==> src/bdke_pkg.sv <==
// Shared types, constants and the key map of the debounced keypad.
package bdke_pkg;

	localparam int NUM_BUTTONS = 5;
	localparam int TIME_BITS = 32;
	localparam int LEVEL_BITS = 5;
	localparam int IDX_W = (NUM_BUTTONS > 1) ? $clog2(NUM_BUTTONS) : 1;
	localparam int ADDR_W = 3;
	localparam int DATA_W = 32;
	localparam int DEBOUNCE_W = 16;
	localparam int MODE_W = 2;

	localparam logic [DEBOUNCE_W-1:0] DEBOUNCE_RESET = DEBOUNCE_W'(50);

	localparam logic [1:0] LEVEL_UNKNOWN = 2'd2;

	localparam logic [MODE_W-1:0] MODE_NAV = 2'd0;
	localparam logic [MODE_W-1:0] MODE_EDIT = 2'd1;
	localparam logic [MODE_W-1:0] MODE_SLIDER = 2'd2;

	localparam logic REG_CONTROL_MODE = 1'b0;
	localparam logic REG_DEBOUNCE = 1'b1;

	typedef enum logic [2:0] {
		KEY_NONE  = 3'd0,
		KEY_UP    = 3'd1,
		KEY_DOWN  = 3'd2,
		KEY_LEFT  = 3'd3,
		KEY_RIGHT = 3'd4,
		KEY_NEXT  = 3'd5,
		KEY_PREV  = 3'd6,
		KEY_ENTER = 3'd7
	} key_t;

	typedef struct packed {
		logic [LEVEL_BITS-1:0] button_levels;
		logic [31:0]           now_ms;
	} poll_word_t;

	typedef struct packed {
		logic [2:0] key_code;
		logic       key_pressed;
		logic       key_valid;
	} result_word_t;

	typedef struct packed {
		logic             found;
		logic [IDX_W-1:0] index;
	} press_t;

	function automatic logic mode_known(input logic [MODE_W-1:0] mode);
		return (mode == MODE_NAV) || (mode == MODE_EDIT) || (mode == MODE_SLIDER);
	endfunction

	function automatic key_t key_map(input logic [MODE_W-1:0] mode, input logic [IDX_W-1:0] idx);
		key_t k;
		k = KEY_NONE;
		case (idx)
			IDX_W'(0): begin
				k = (mode == MODE_EDIT) ? KEY_UP : KEY_PREV;
			end
			IDX_W'(1): begin
				k = (mode == MODE_EDIT) ? KEY_DOWN : KEY_NEXT;
			end
			IDX_W'(2): begin
				k = KEY_LEFT;
			end
			IDX_W'(3): begin
				k = (mode == MODE_NAV) ? KEY_ENTER : KEY_RIGHT;
			end
			IDX_W'(4): begin
				k = KEY_ENTER;
			end
			default: begin
				k = KEY_NONE;
			end
		endcase
		return k;
	endfunction

endpackage

==> src/bdke_scan.sv <==
// Per-button debounce state and the priority scan for the first accepted press.
module bdke_scan (
	input  logic                                 clk,
	input  logic                                 arst_n,
	input  logic                                 adv,
	input  logic [bdke_pkg::LEVEL_BITS-1:0]      levels,
	input  logic [31:0]                          now_ms,
	input  logic [bdke_pkg::DEBOUNCE_W-1:0]      debounce,
	output bdke_pkg::press_t                     press
);

	logic [1:0]                     level_q [bdke_pkg::NUM_BUTTONS];
	logic [bdke_pkg::TIME_BITS-1:0] time_q  [bdke_pkg::NUM_BUTTONS];

	logic [bdke_pkg::NUM_BUTTONS-1:0] lvl;
	logic [bdke_pkg::NUM_BUTTONS-1:0] cond;
	logic [bdke_pkg::NUM_BUTTONS-1:0] upd;
	logic [bdke_pkg::TIME_BITS-1:0]   now_t;
	logic [bdke_pkg::TIME_BITS-1:0]   elapsed [bdke_pkg::NUM_BUTTONS];

	assign lvl = bdke_pkg::NUM_BUTTONS'(levels);
	assign now_t = bdke_pkg::TIME_BITS'(now_ms);

	always_comb begin
		for (int i = 0; i < bdke_pkg::NUM_BUTTONS; i++) begin
			elapsed[i] = now_t - time_q[i];
			cond[i] = ({1'b0, lvl[i]} != level_q[i]) &&
				(elapsed[i] > bdke_pkg::TIME_BITS'(debounce));
		end
	end

	// Buttons after the first accepted press keep their state for this poll.
	always_comb begin
		logic blocked;
		blocked = 1'b0;
		press = '0;
		for (int i = 0; i < bdke_pkg::NUM_BUTTONS; i++) begin
			upd[i] = cond[i] & ~blocked;
			if (cond[i] && lvl[i] && !blocked) begin
				press.found = 1'b1;
				press.index = bdke_pkg::IDX_W'(i);
			end
			blocked = blocked | (cond[i] & lvl[i]);
		end
	end

	always_ff @(posedge clk or negedge arst_n) begin
		if (!arst_n) begin
			for (int i = 0; i < bdke_pkg::NUM_BUTTONS; i++) begin
				level_q[i] <= bdke_pkg::LEVEL_UNKNOWN;
				time_q[i] <= '0;
			end
		end else if (adv) begin
			for (int i = 0; i < bdke_pkg::NUM_BUTTONS; i++) begin
				if (upd[i]) begin
					level_q[i] <= {1'b0, lvl[i]};
					time_q[i] <= now_t;
				end
			end
		end
	end

endmodule

==> src/bdke_event.sv <==
// Pending key state, key map lookup and the result register.
module bdke_event (
	input  logic                              clk,
	input  logic                              arst_n,
	input  logic                              adv,
	input  logic                              result_ready,
	input  logic [bdke_pkg::MODE_W-1:0]       mode,
	input  bdke_pkg::press_t                  press,
	output logic                              slot_free,
	output logic                              result_valid,
	output bdke_pkg::result_word_t            result
);

	bdke_pkg::key_t         pend_key_q;
	logic                   pend_pressed_q;
	logic                   valid_q;
	bdke_pkg::result_word_t result_q;

	bdke_pkg::key_t         key_now;
	logic                   pressed_now;
	logic                   report;
	bdke_pkg::result_word_t word_now;

	always_comb begin
		key_now = pend_key_q;
		pressed_now = pend_pressed_q;
		if (press.found) begin
			pressed_now = 1'b1;
			if (bdke_pkg::mode_known(mode)) begin
				key_now = bdke_pkg::key_map(mode, press.index);
			end
		end
		report = (key_now != bdke_pkg::KEY_NONE);
		word_now = '0;
		if (report) begin
			word_now.key_code = key_now;
			word_now.key_pressed = pressed_now;
			word_now.key_valid = 1'b1;
		end
	end

	always_ff @(posedge clk or negedge arst_n) begin
		if (!arst_n) begin
			pend_key_q <= bdke_pkg::KEY_NONE;
			pend_pressed_q <= 1'b0;
		end else if (adv) begin
			if (report && !pressed_now) begin
				pend_key_q <= bdke_pkg::KEY_NONE;
			end else begin
				pend_key_q <= key_now;
			end
			pend_pressed_q <= report ? 1'b0 : pressed_now;
		end
	end

	always_ff @(posedge clk or negedge arst_n) begin
		if (!arst_n) begin
			valid_q <= 1'b0;
		end else if (adv) begin
			valid_q <= 1'b1;
		end else if (result_ready) begin
			valid_q <= 1'b0;
		end
	end

	always_ff @(posedge clk) begin
		if (adv) begin
			result_q <= word_now;
		end
	end

	assign slot_free = !valid_q || result_ready;
	assign result_valid = valid_q;
	assign result = result_q;

endmodule

==> src/button_debounce_keymap_events_core.sv <==
// Debounced five-button keypad turning polls into key events.
// Accepted polls pass the input register, then the result register.
// Throughput: one poll word per cycle while the result slot is free or being read.
// Reset clears the input and result valid flags, sets every button level to unknown,
// change times to zero, no pending key, navigate mode and a 50 ms debounce.
module button_debounce_keymap_events_core (
	input  logic                              clk,
	input  logic                              arst_n,
	input  logic                              poll_valid,
	output logic                              poll_ready,
	input  bdke_pkg::poll_word_t              poll,
	output logic                              result_valid,
	input  logic                              result_ready,
	output bdke_pkg::result_word_t            result,
	input  logic                              psel,
	input  logic                              penable,
	input  logic                              pwrite,
	input  logic [bdke_pkg::ADDR_W-1:0]       paddr,
	input  logic [bdke_pkg::DATA_W-1:0]       pwdata,
	output logic [bdke_pkg::DATA_W-1:0]       prdata,
	output logic                              pready
);

	logic [bdke_pkg::MODE_W-1:0]     mode_q;
	logic [bdke_pkg::DEBOUNCE_W-1:0] debounce_q;
	logic                            valid_s1;
	bdke_pkg::poll_word_t            poll_s1;
	logic                            slot_free;
	logic                            adv;
	logic                            wr_en;
	bdke_pkg::press_t                press;

	assign pready = 1'b1;
	assign wr_en = psel && penable && pwrite && pready;

	always_ff @(posedge clk or negedge arst_n) begin
		if (!arst_n) begin
			mode_q <= bdke_pkg::MODE_NAV;
			debounce_q <= bdke_pkg::DEBOUNCE_RESET;
		end else if (wr_en) begin
			case (paddr[2])
				bdke_pkg::REG_CONTROL_MODE: mode_q <= pwdata[bdke_pkg::MODE_W-1:0];
				bdke_pkg::REG_DEBOUNCE: debounce_q <= pwdata[bdke_pkg::DEBOUNCE_W-1:0];
				default: ;
			endcase
		end
	end

	always_comb begin
		case (paddr[2])
			bdke_pkg::REG_CONTROL_MODE: prdata = bdke_pkg::DATA_W'(mode_q);
			bdke_pkg::REG_DEBOUNCE: prdata = bdke_pkg::DATA_W'(debounce_q);
			default: prdata = '0;
		endcase
	end

	assign adv = valid_s1 && slot_free;
	assign poll_ready = !valid_s1 || slot_free;

	always_ff @(posedge clk or negedge arst_n) begin
		if (!arst_n) begin
			valid_s1 <= 1'b0;
		end else if (poll_ready) begin
			valid_s1 <= poll_valid;
		end
	end

	always_ff @(posedge clk) begin
		if (poll_valid && poll_ready) begin
			poll_s1 <= poll;
		end
	end

	bdke_scan u_scan (
		.clk      (clk),
		.arst_n   (arst_n),
		.adv      (adv),
		.levels   (poll_s1.button_levels),
		.now_ms   (poll_s1.now_ms),
		.debounce (debounce_q),
		.press    (press)
	);

	bdke_event u_event (
		.clk          (clk),
		.arst_n       (arst_n),
		.adv          (adv),
		.result_ready (result_ready),
		.mode         (mode_q),
		.press        (press),
		.slot_free    (slot_free),
		.result_valid (result_valid),
		.result       (result)
	);

	a_pressed_is_valid: assert property (@(posedge clk) disable iff (!arst_n)
		result_valid |-> (result.key_valid ||
			(!result.key_pressed && result.key_code == bdke_pkg::KEY_NONE)))
		else $error("result word reports a key without key_valid");

	a_ready_when_empty: assert property (@(posedge clk) disable iff (!arst_n)
		!result_valid |-> poll_ready)
		else $error("poll stalled while the result register is empty");

	a_word_follows_poll: assert property (@(posedge clk) disable iff (!arst_n)
		(valid_s1 && slot_free) |=> result_valid)
		else $error("advanced poll did not produce a result word");

endmodule
==> config.mk <==
export PLATFORM = sky130hd
export DESIGN_NAME = button_debounce_keymap_events_core
export DESIGN_NICKNAME = d
export VERILOG_FILES = /design/src/bdke_pkg.sv /design/src/bdke_scan.sv /design/src/bdke_event.sv /design/src/button_debounce_keymap_events_core.sv
export SDC_FILE = /design/constraint.sdc
export NUM_CORES = 1
export LEC_CHECK = 0
export BUFFER_PORTS_ARGS = -buffer_cell sky130_fd_sc_hd__buf_2
export CAP_MARGIN = 20
export CORE_MARGIN = 2
export CORE_UTILIZATION = 50
export DETAILED_ROUTE_END_ITERATION = 10
export HOLD_SLACK_MARGIN = 0.06
export PLACE_DENSITY = 0.68
export SYNTH_ARGS = -nofsm -noshare
export SYNTH_HDL_FRONTEND = slang
export SYNTH_SLANG_ARGS = --single-unit
==> constraint.sdc <==
create_clock -name clk -period 6 [get_ports clk]
set_clock_uncertainty 0.05 [all_clocks]
set_input_delay 1.2 -clock clk [delete_from_list [all_inputs] [get_ports clk]]
set_output_delay 1.2 -clock clk [all_outputs]
set_load 0.02 [all_outputs]
# Word level (Yosys, flattened, before mapping)
# Index checks and enable logic that the tools add are counted.
# word_totals
romBits	0
in_bits	79
word_cells	117
mem_bits_rw	0
memories	0
out_inout_bits	40
regBits	236
latch_bits	0
# classes
reduce_logical	41
order_cmp	5
shifts	0
n_bitwise	16
n_eq_ne	11
multipliers	0
addsub	5
div	0
muxes	18
# ops
cell	count
32-bit by 16-bit > comparator with 1-bit output	5
32-bit subtractor	5
32-bit case mux with 2 select lines	1
4-bit 2-to-1 mux	5
1-bit logical AND	19
3-bit 2-to-1 mux	5
3-bit case mux with 5 select lines	1
2-bit AND reduction	7
1-bit by 2-bit inequality test with 1-bit output	5
1-bit AND	8
1-bit logical NOT	7
3-bit by 2-bit == test with 1-bit output, second input constant	2
1-bit 2-to-1 mux	5
1-bit inverter	5
1-bit logical OR	4
3-bit by 1-bit == test with 1-bit output, second input constant	1
3-bit == test, second input constant	1
3-bit logical NOT	1
1-bit bitwise OR	3
3-bit nonzero test	1
2-bit by 1-bit == test with 1-bit output, second input constant	1
2-bit == test, second input constant	1
2-bit logical NOT	1
2-bit 2-to-1 mux	1
2-bit nonzero test	1

# Longest topological paths before layout
# Gate-level depths: netlist (run 1).
# depth
word_depth	17
depth_mapped	26
depth_no_buf	25

# By module
# From an unflattened synthesis (run 1), not the netlist that was laid out.
# unflattened
hier_cells	2352
area_unflattened_um2	21217.8
# by_module_without_submodules
mod	cells_per_inst	area_each_um2	seq_area_each_um2	instances
bdke_scan	2186	18547.8	4260.3	1
button_debounce_keymap_events_core	118	2157.1	1590.3	1
bdke_event	48	513.0	275.3	1

# Worst setup path before layout (run 1)
# Ideal clock, no wire load.
# synth_timing
path_type	register to register
startpoint	register poll_s1[1] in the netlist's numbering
endpoint	register u_scan.time_q[63] in the netlist's numbering
arrival_time_ns	5.659
stages_incl_launch_ff	23
path_buffers	1
period_less_slack_ns	5.837
setup_slack_ns	0.163
setup_time_ns	0.128
required_ns	5.822
cell_sequence	edfxtp_1 > inv_1 > fa_1 > nor2b_1 > o2111ai_1 > a21oi_1 > nor3_1 > o21ai_0 > xor2_1 > ha_1 > nand4_1 > nor2_1 > a221o_1 > o31a_1 > nor4b_1 > or4b_1 > nor4_1 > nand4_1 > and3_1 > clkbuf_1 > or4_4 > a21oi_4 > mux2_1
# synth_via
elab_chain_cells	9
elab_cells_between_ends	20
cone_classes	4 x add/sub; 4 x order compare; 7 x bitwise; 5 x reduce/logical
# synth_lines
element	line	text
from (decl)	button_debounce_keymap_events_core.sv:27	bdke_pkg::poll_word_t poll_s1;
from (signal assigned)	button_debounce_keymap_events_core.sv:70	poll_s1 <= poll;
32-bit subtractor	bdke_scan.sv:26	elapsed[i] = now_t - time_q[i];
32-bit by 16-bit > comparator with 1-bit output	bdke_scan.sv:28	(elapsed[i] > bdke_pkg::TIME_BITS'(debounce));
1-bit logical AND	bdke_scan.sv:27	cond[i] = ({1'b0, lvl[i]} != level_q[i]) &&
1-bit AND	bdke_scan.sv:43	blocked = blocked | (cond[i] & lvl[i]);
1-bit bitwise OR (2 in series)	bdke_scan.sv:43	
1-bit inverter	bdke_scan.sv:38	upd[i] = cond[i] & ~blocked;
1-bit AND (*)	bdke_scan.sv:38	
2-bit AND reduction (no line) (*)	--	
to (signal, indexed assignment)	bdke_scan.sv:57	time_q[i] <= now_t;
to (decl)	bdke_scan.sv:13	logic [bdke_pkg::TIME_BITS-1:0] time_q [bdke_pkg::NUM_BUTTONS];
# Mark *: on every way between the ends. The rest lies on a longest branch, timed or not.
# A chain may end at the register's enable or synchronous reset.

# Worst setup path in the final report (run 1)
# layout_timing
startpoint	register poll_s1[1] in the netlist's numbering
endpoint	register u_scan.time_q[32] in the netlist's numbering
# The elaborated chain is that of the path after synthesis.

==> qor.csv, run 1 <==
metric;value;unit
status;finished with violations;
Cell variety after synth;85;
final setup fails;2;
initial antenna violation count;0;
peak supply drop;321;uV
CP Data Required Time;6.40;ns
die area;43600;sq um
setup slack at placement;-0.364;ns
CTS H-tree depth;1;
minimum clock period after layout;6.04;ns
Worst setup EP type;flip-flop;
Power Dens Cells;590;nW/um^2
Crit Path Class;flip-flop to flip-flop;
clock root buffer;clkbuf_16;
sequential share of power;0.177;
Slew Limit Fails;0;
Yosys reg bits;236;
CP max FO;9;
drt first-iter violations;1210;
drt total wl;65.9;mm
clock transition at the registers of the reported paths;0.06;ns
n_diodes;0;
sw frac;0.464;
RSZ-0062 raised after global routing;yes;
number of global-route vias before repair;19062;
final instance area;25000;sq um
Fillers;3717;
Storage cell area;6130;sq um
Core Region;41700;sq um
dominant synthesized flop cell;dfrtp_1;
worst skew pair latency;0.57;ns
nets@finish;2990;
Worst-Margin Slew;0.895;ns
Clk pwr share;0.124;
largest net degree at the start of global routing;100;
GRT overflow;0;
startpoint types;flip-flop;
routability cong.;0.953;
Peak Freq;166;MHz
Starting Density;0.503;
Post-synth ARST share;0.822;
Ys Warns;0;
Max clock buf depth;3;
Antenna Nets Post-Route;0;
CTS Hold Bufs;0;
critical path data arrival time;6.44;ns
Logic pwr share;0.699;
failing checks;setup timing;
period utilization;1.01;
net switching power;6.85;mW
CTS Buf Count;29;
total global-route track usage;0.285;
first-pass GRT wire length;99.6;mm
hpwl dp;49.6;mm
die height;209;um
I/O Buffers;83;
Post-synth EDFFs;42;
post-synthesis sequential area ratio;0.292;
Pint;7.91;mW
share of post-route cells with drive strength above 1;0.213;
CTS tree;built;
TritonRoute pass-1 iters;5;
hold path depth;2;
Synth Area per Inst;8.63;sq um
final hold vios;0;
Slew headroom;0.402;
Die Wd;209;um
Area Growth Syn to Fin;19.2;%
HP Class;flip-flop to flip-flop;
Area after DPL;23100;sq um
leakage power;11.4;nW
total number of vias;19497;
Post-Syn Area;21000;sq um
multi-input combinational cell area;14000;sq um
R2R depth;25;
Avg WL per Cell;20.4;um
clock sinks;236;
Max-cap violations;0;
drc violations;0;
IO Pins;119;
via/cell ratio;6.03;
Post-Syn Instances;2432;
post-route setup slack;-0.0352;ns
row cnt;75;
cell usage in the layout, fill, tap and decap left out, types with 48 or more instances in the layout:
cell type  count
dfrtp_1      186
inv_1        222
mux2_2       142
xnor2_1       61
buf_4        183
nand3_1       50
xor2_1        48
ha_1         234
a21o_1        49
a21oi_1      207
o21ai_0      127
buf_2         82
nor2_1       121
nand2_1      207
nand4_1       54
logic make-up after synthesis:
family,share of synthesized area
xor gates and xnor gates,0.0455
other,0.000358
and+or+nand+nor,0.153
muxes,0.0880
AOI/OAI and AO/OA,0.215
adders and majority gates,0.145
DFF,0.292
buffers and inverters,0.0617
power groups by stage:
stage                     clock, mW  sequential, mW  combinational (mW)
after floorplan                   0            2.55                6.84
after global placement            0            2.60                9.29
after detailed placement          0            2.64                9.54
after CTS                      1.87            2.61                9.74
after global routing           1.93            2.69                11.4
final                          1.83            2.62                10.3
per-stage QoR:
step	total power, mW	hold slack [ns]	TNS, ns	utilization	cells
after floorplan	9.39	0.385	0	-	2447
after global placement	11.9	0.393	-11.14	0.554	3143
after detailed placement	12.2	0.409	-21.88	0.554	3143
after CTS	14.2	0.419	0	0.582	3201
after global routing	16.0	0.454	-17.13	0.600	3232
final	14.8	0.431	-0.0509	0.600	3232
per-layer routing:
metal / vias to the layer above / global-route usage / share of wire
met3: 134 / 0.0284 / 0.041
li1: 9365 / - / -
met4: 0 / 0.0919 / 0.037
met1: 9493 / 0.361 / 0.43
met5: - / 0 / 0
met2: 505 / 0.508 / 0.49
cell type report:
class	instances	share of cell area
clock buffer	37	0.0331
inverter	222	0.0333
tap	539	0.0270
sequential	236	0.245
clock inverter	16	0.00661
timing repair buffer	295	0.0935
multi-input combinational	1887	0.561
synth_stat cells (all sizes together) (26+ instances only):
| cell | number | area (sq um) |
|---|---|---|
| ha | 235 | 2940 |
| inv | 222 | 833 |
| a21oi | 215 | 1090 |
| nand2 | 213 | 800 |
| dfrtp | 186 | 4650 |
| o21ai | 170 | 851 |
| mux2 | 147 | 1660 |
| nor2 | 123 | 462 |
| clkbuf | 75 | 285 |
| xnor2 | 61 | 534 |
| nand4 | 54 | 338 |
| nand3 | 52 | 260 |
| a21o | 49 | 368 |
| xor2 | 48 | 420 |
| edfxtp | 42 | 1260 |
| nor3 | 39 | 195 |
| o211ai | 34 | 255 |
| and2 | 32 | 200 |
| buf | 27 | 176 |
| a211oi | 26 | 195 |
timing repair:
action	CTS	global route
gates resized for setup	33	75
gates cloned	0	16
pin swaps	13	19
setup endpoints to repair	142	142
buffers inserted	5	15
final timing paths:
check                                   from                  to  slack (ns)
setup / recovery                  poll_s1[1]   u_scan.time_q[32]       -0.04
hold / removal             u_scan.level_q[5]   u_scan.level_q[5]        0.43
setup reg to reg                  poll_s1[1]   u_scan.time_q[32]       -0.04
hold reg to reg            u_scan.level_q[5]   u_scan.level_q[5]        0.43
max in group asynchronous             arst_n   u_scan.time_q[89]        4.02
min in group asynchronous             arst_n  u_scan.time_q[100]        0.65
registers in the layout, indices dropped and copies added, names as in the netlist:
signal and cells:
valid_s1 1, u_scan.level_q 10, u_scan.time_q 160, debounce_q 16, u_event.result 5, poll_s1 37
mode_q 2, u_event.pend_key_q 3, u_event.pend_pressed_q 1, u_event.result_valid 1
critical path, stage by stage (launching register included):
cell and delay [ns]:
edfxtp_1 0.45, buf_4 0.17, buf_4 0.15, ha_1 0.29
nor2b_2 0.17, o2111ai_2 0.23, and2_4 0.19, o21bai_1 0.07
a21o_1 0.19, a21o_1 0.17, a21oi_1 0.19, xnor2_1 0.13
ha_1 0.31, nand4_1 0.16, or4_4 0.55, o21ai_2 0.14
buf_4 0.14, nand4b_1 0.14, nor4_2 0.17, nand4_1 0.16
buf_4 0.20, a21o_1 0.21, or4_4 0.58, a21oi_4 0.15
buf_12 0.18, mux2_1 0.34
Note: power is estimated with default switching activity, not from simulation.
==> run 2, diff against run 1 <==
--- a/config.mk
+++ b/config.mk
@@ -7,11 +7,13 @@
 export LEC_CHECK = 0
 export BUFFER_PORTS_ARGS = -buffer_cell sky130_fd_sc_hd__buf_2
 export CAP_MARGIN = 20
+export CELL_PAD_IN_SITES_DETAIL_PLACEMENT = 1
+export CELL_PAD_IN_SITES_GLOBAL_PLACEMENT = 1
 export CORE_MARGIN = 2
-export CORE_UTILIZATION = 50
+export CORE_UTILIZATION = 44
 export DETAILED_ROUTE_END_ITERATION = 10
 export HOLD_SLACK_MARGIN = 0.06
-export PLACE_DENSITY = 0.68
+export PLACE_DENSITY = 0.77
 export SYNTH_ARGS = -nofsm -noshare
 export SYNTH_HDL_FRONTEND = slang
 export SYNTH_SLANG_ARGS = --single-unit
==> qor.csv, run 2 (same netlist as run 1, synthesis figures left out) <==
metric;value;unit
CP max FO;5;
hold path depth;2;
critical path data arrival time;6.63;ns
clock transition at the registers of the reported paths;0.06;ns
clock root buffer;clkbuf_16;
post-route setup slack;-0.217;ns
cell count after placement;3227;
Core Region;47400;sq um
non-filler cells, final;3334;
CTS H-tree depth;1;
number of global-route vias before repair;20999;
commonest non-fill, non-tap cells in the layout;ha_1, inv_1, a21oi_1, nand2_1, buf_4;
TritonRoute pass-1 iters;5;
Peak Freq;161;MHz
Worst-Margin Slew;0.966;ns
Worst setup EP type;flip-flop;
r2r startpoint;poll_s1[1];
Final Hold Slack;0.455;ns
met2 GRT Util;0.522;
peak supply drop;258;uV
drt first-iter violations;1224;
Avg WL per Cell;23.1;um
die area;49400;sq um
total number of vias;20329;
Power Dens Cells;598;nW/um^2
Die Wd;222;um
nets@finish;3015;
HP Class;flip-flop to flip-flop;
IO Pins;119;
CTS Buf Count;29;
worst skew pair latency;0.58;ns
drt total wl;77.1;mm
met1 Track Usage GR;0.364;
most common cell after layout, fill and taps aside;ha_1;
hpwl dp;56.2;mm
I/O Buffers;83;
GRT overflow;0;
Hold Path Origin;u_scan.time_q[0];
failing checks;setup timing;
R2R depth;24;
via/cell ratio;6.10;
period utilization;1.04;
Crit Path Class;flip-flop to flip-flop;
startpoint types;flip-flop;
reg2reg setup slack;-0.22;ns
final hold vios;0;
Reg-to-Reg End;u_scan.time_q[32];
first-pass GRT wire length;114;mm
routability cong.;0.925;
max reg flops;160;
Area Growth Syn to Fin;21.8;%
Starting Density;0.442;
CP Data Required Time;6.41;ns
RSZ-0062 raised after global routing;yes;
minimum clock period after layout;6.22;ns
clock sinks;236;
total global-route track usage;0.288;
drc violations;0;
top flop regs;u_scan.time_q x160, poll_s1 x37, debounce_q x16;
GR Util met3;0.0237;
final setup fails;100;
hold endpoint;u_scan.time_q[0];
largest register by flop count;u_scan.time_q;
row cnt;80;
share of post-route cells with drive strength above 1;0.235;
Fillers;5618;
leakage power;11.5;nW
Max clock buf depth;3;
GRT Max-Usage Layer;met2;
Antenna Nets Post-Route;0;
largest net degree at the start of global routing;105;
Max-cap violations;0;
status;finished with violations;
die height;222;um
Slew Limit Fails;0;
initial antenna violation count;2;
CTS tree;built;
Slew headroom;0.356;
## run 2: metrics by stage
stage                     power (mW)  setup WS [ns]  setup TNS (ns)  cell area, sq um  utilization
after CTS                       14.5         -0.109           -1.42             24400        0.514
after global routing            16.5         -0.373          -28.56             25600        0.539
after detailed placement        12.5         -0.437          -35.42             23200        0.490
after floorplan                 9.39          0.163               0             21000            -
final                           15.3         -0.217           -9.07             25600        0.539
after global placement          12.0         -0.330          -19.55             23200        0.490
## run 2: where the power goes
part           total [mW]  internal, mW  switching, mW
registers            2.65          2.28          0.372
clock network        1.76         0.995          0.768
logic                10.9          4.66           6.22
total                15.3          7.93           7.36
## run 2: layout make-up
class | instances | area, sq um | share of cell area
clock inverters | 21 | 179 | 0.00700
flip-flops and latches | 236 | 6130 | 0.240
diodes | 1 | 2.50 | 0.0000979
well taps | 615 | 769 | 0.0301
clock buffers | 32 | 757 | 0.0296
inverters | 222 | 833 | 0.0326
repair buffers | 320 | 2610 | 0.102
multi-input cells | 1887 | 14300 | 0.559
## run 2: worst max-delay path, cell delays in order, from the launching register on
cell and delay, ns:
edfxtp_1 0.50, ha_4 0.27, nor2b_4 0.13, o2111a_1 0.25
o21a_1 0.23, o21ai_2 0.16, nand2b_1 0.11, a21o_1 0.18
a21oi_2 0.13, xnor2_1 0.15, ha_1 0.28, nand4_1 0.15
nor2_1 0.06, a221o_1 0.31, o31a_1 0.34, nor4b_2 0.26
or4b_4 0.50, nor4_4 0.14, buf_4 0.15, nand4_1 0.17
and3_4 0.27, or4_4 0.56, a21oi_4 0.23, buf_12 0.19
mux2_4 0.30
## run 2: repair_timing
| item | in CTS | in global routing |
|---|---|---|
| buffers inserted | 6 | 29 |
| cloned | 0 | 18 |
| endpoints found under the setup margin | 145 | 144 |
| resized for setup | 35 | 136 |
| pin swaps | 9 | 60 |
| hold endpoints to repair | 0 | 0 |
| hold buffers | 0 | 0 |
## run 2: how the worst max path moves through the flow
stage                           from                 to  slack [ns]  cells past startpoint
after floorplan           poll_s1[1]  u_scan.time_q[63]        0.16                     22
after global placement    poll_s1[0]  u_event.result[1]       -0.33                     24
after detailed placement  poll_s1[0]  u_scan.time_q[50]       -0.44                     26
after CTS                 poll_s1[1]  u_scan.time_q[32]       -0.11                     24
after global routing      poll_s1[1]  u_scan.time_q[61]       -0.37                     26
final                     poll_s1[1]  u_scan.time_q[32]       -0.22                     24
## run 2: metal layers
layer / wire length (um) / share of wire / vias up
met4: 3240 / 0.042 / 0
met2: 38600 / 0.50 / 447
met5: 0 / 0 / -
met3: 2500 / 0.032 / 168
li1: - / - / 9410
met1: 32700 / 0.42 / 10304
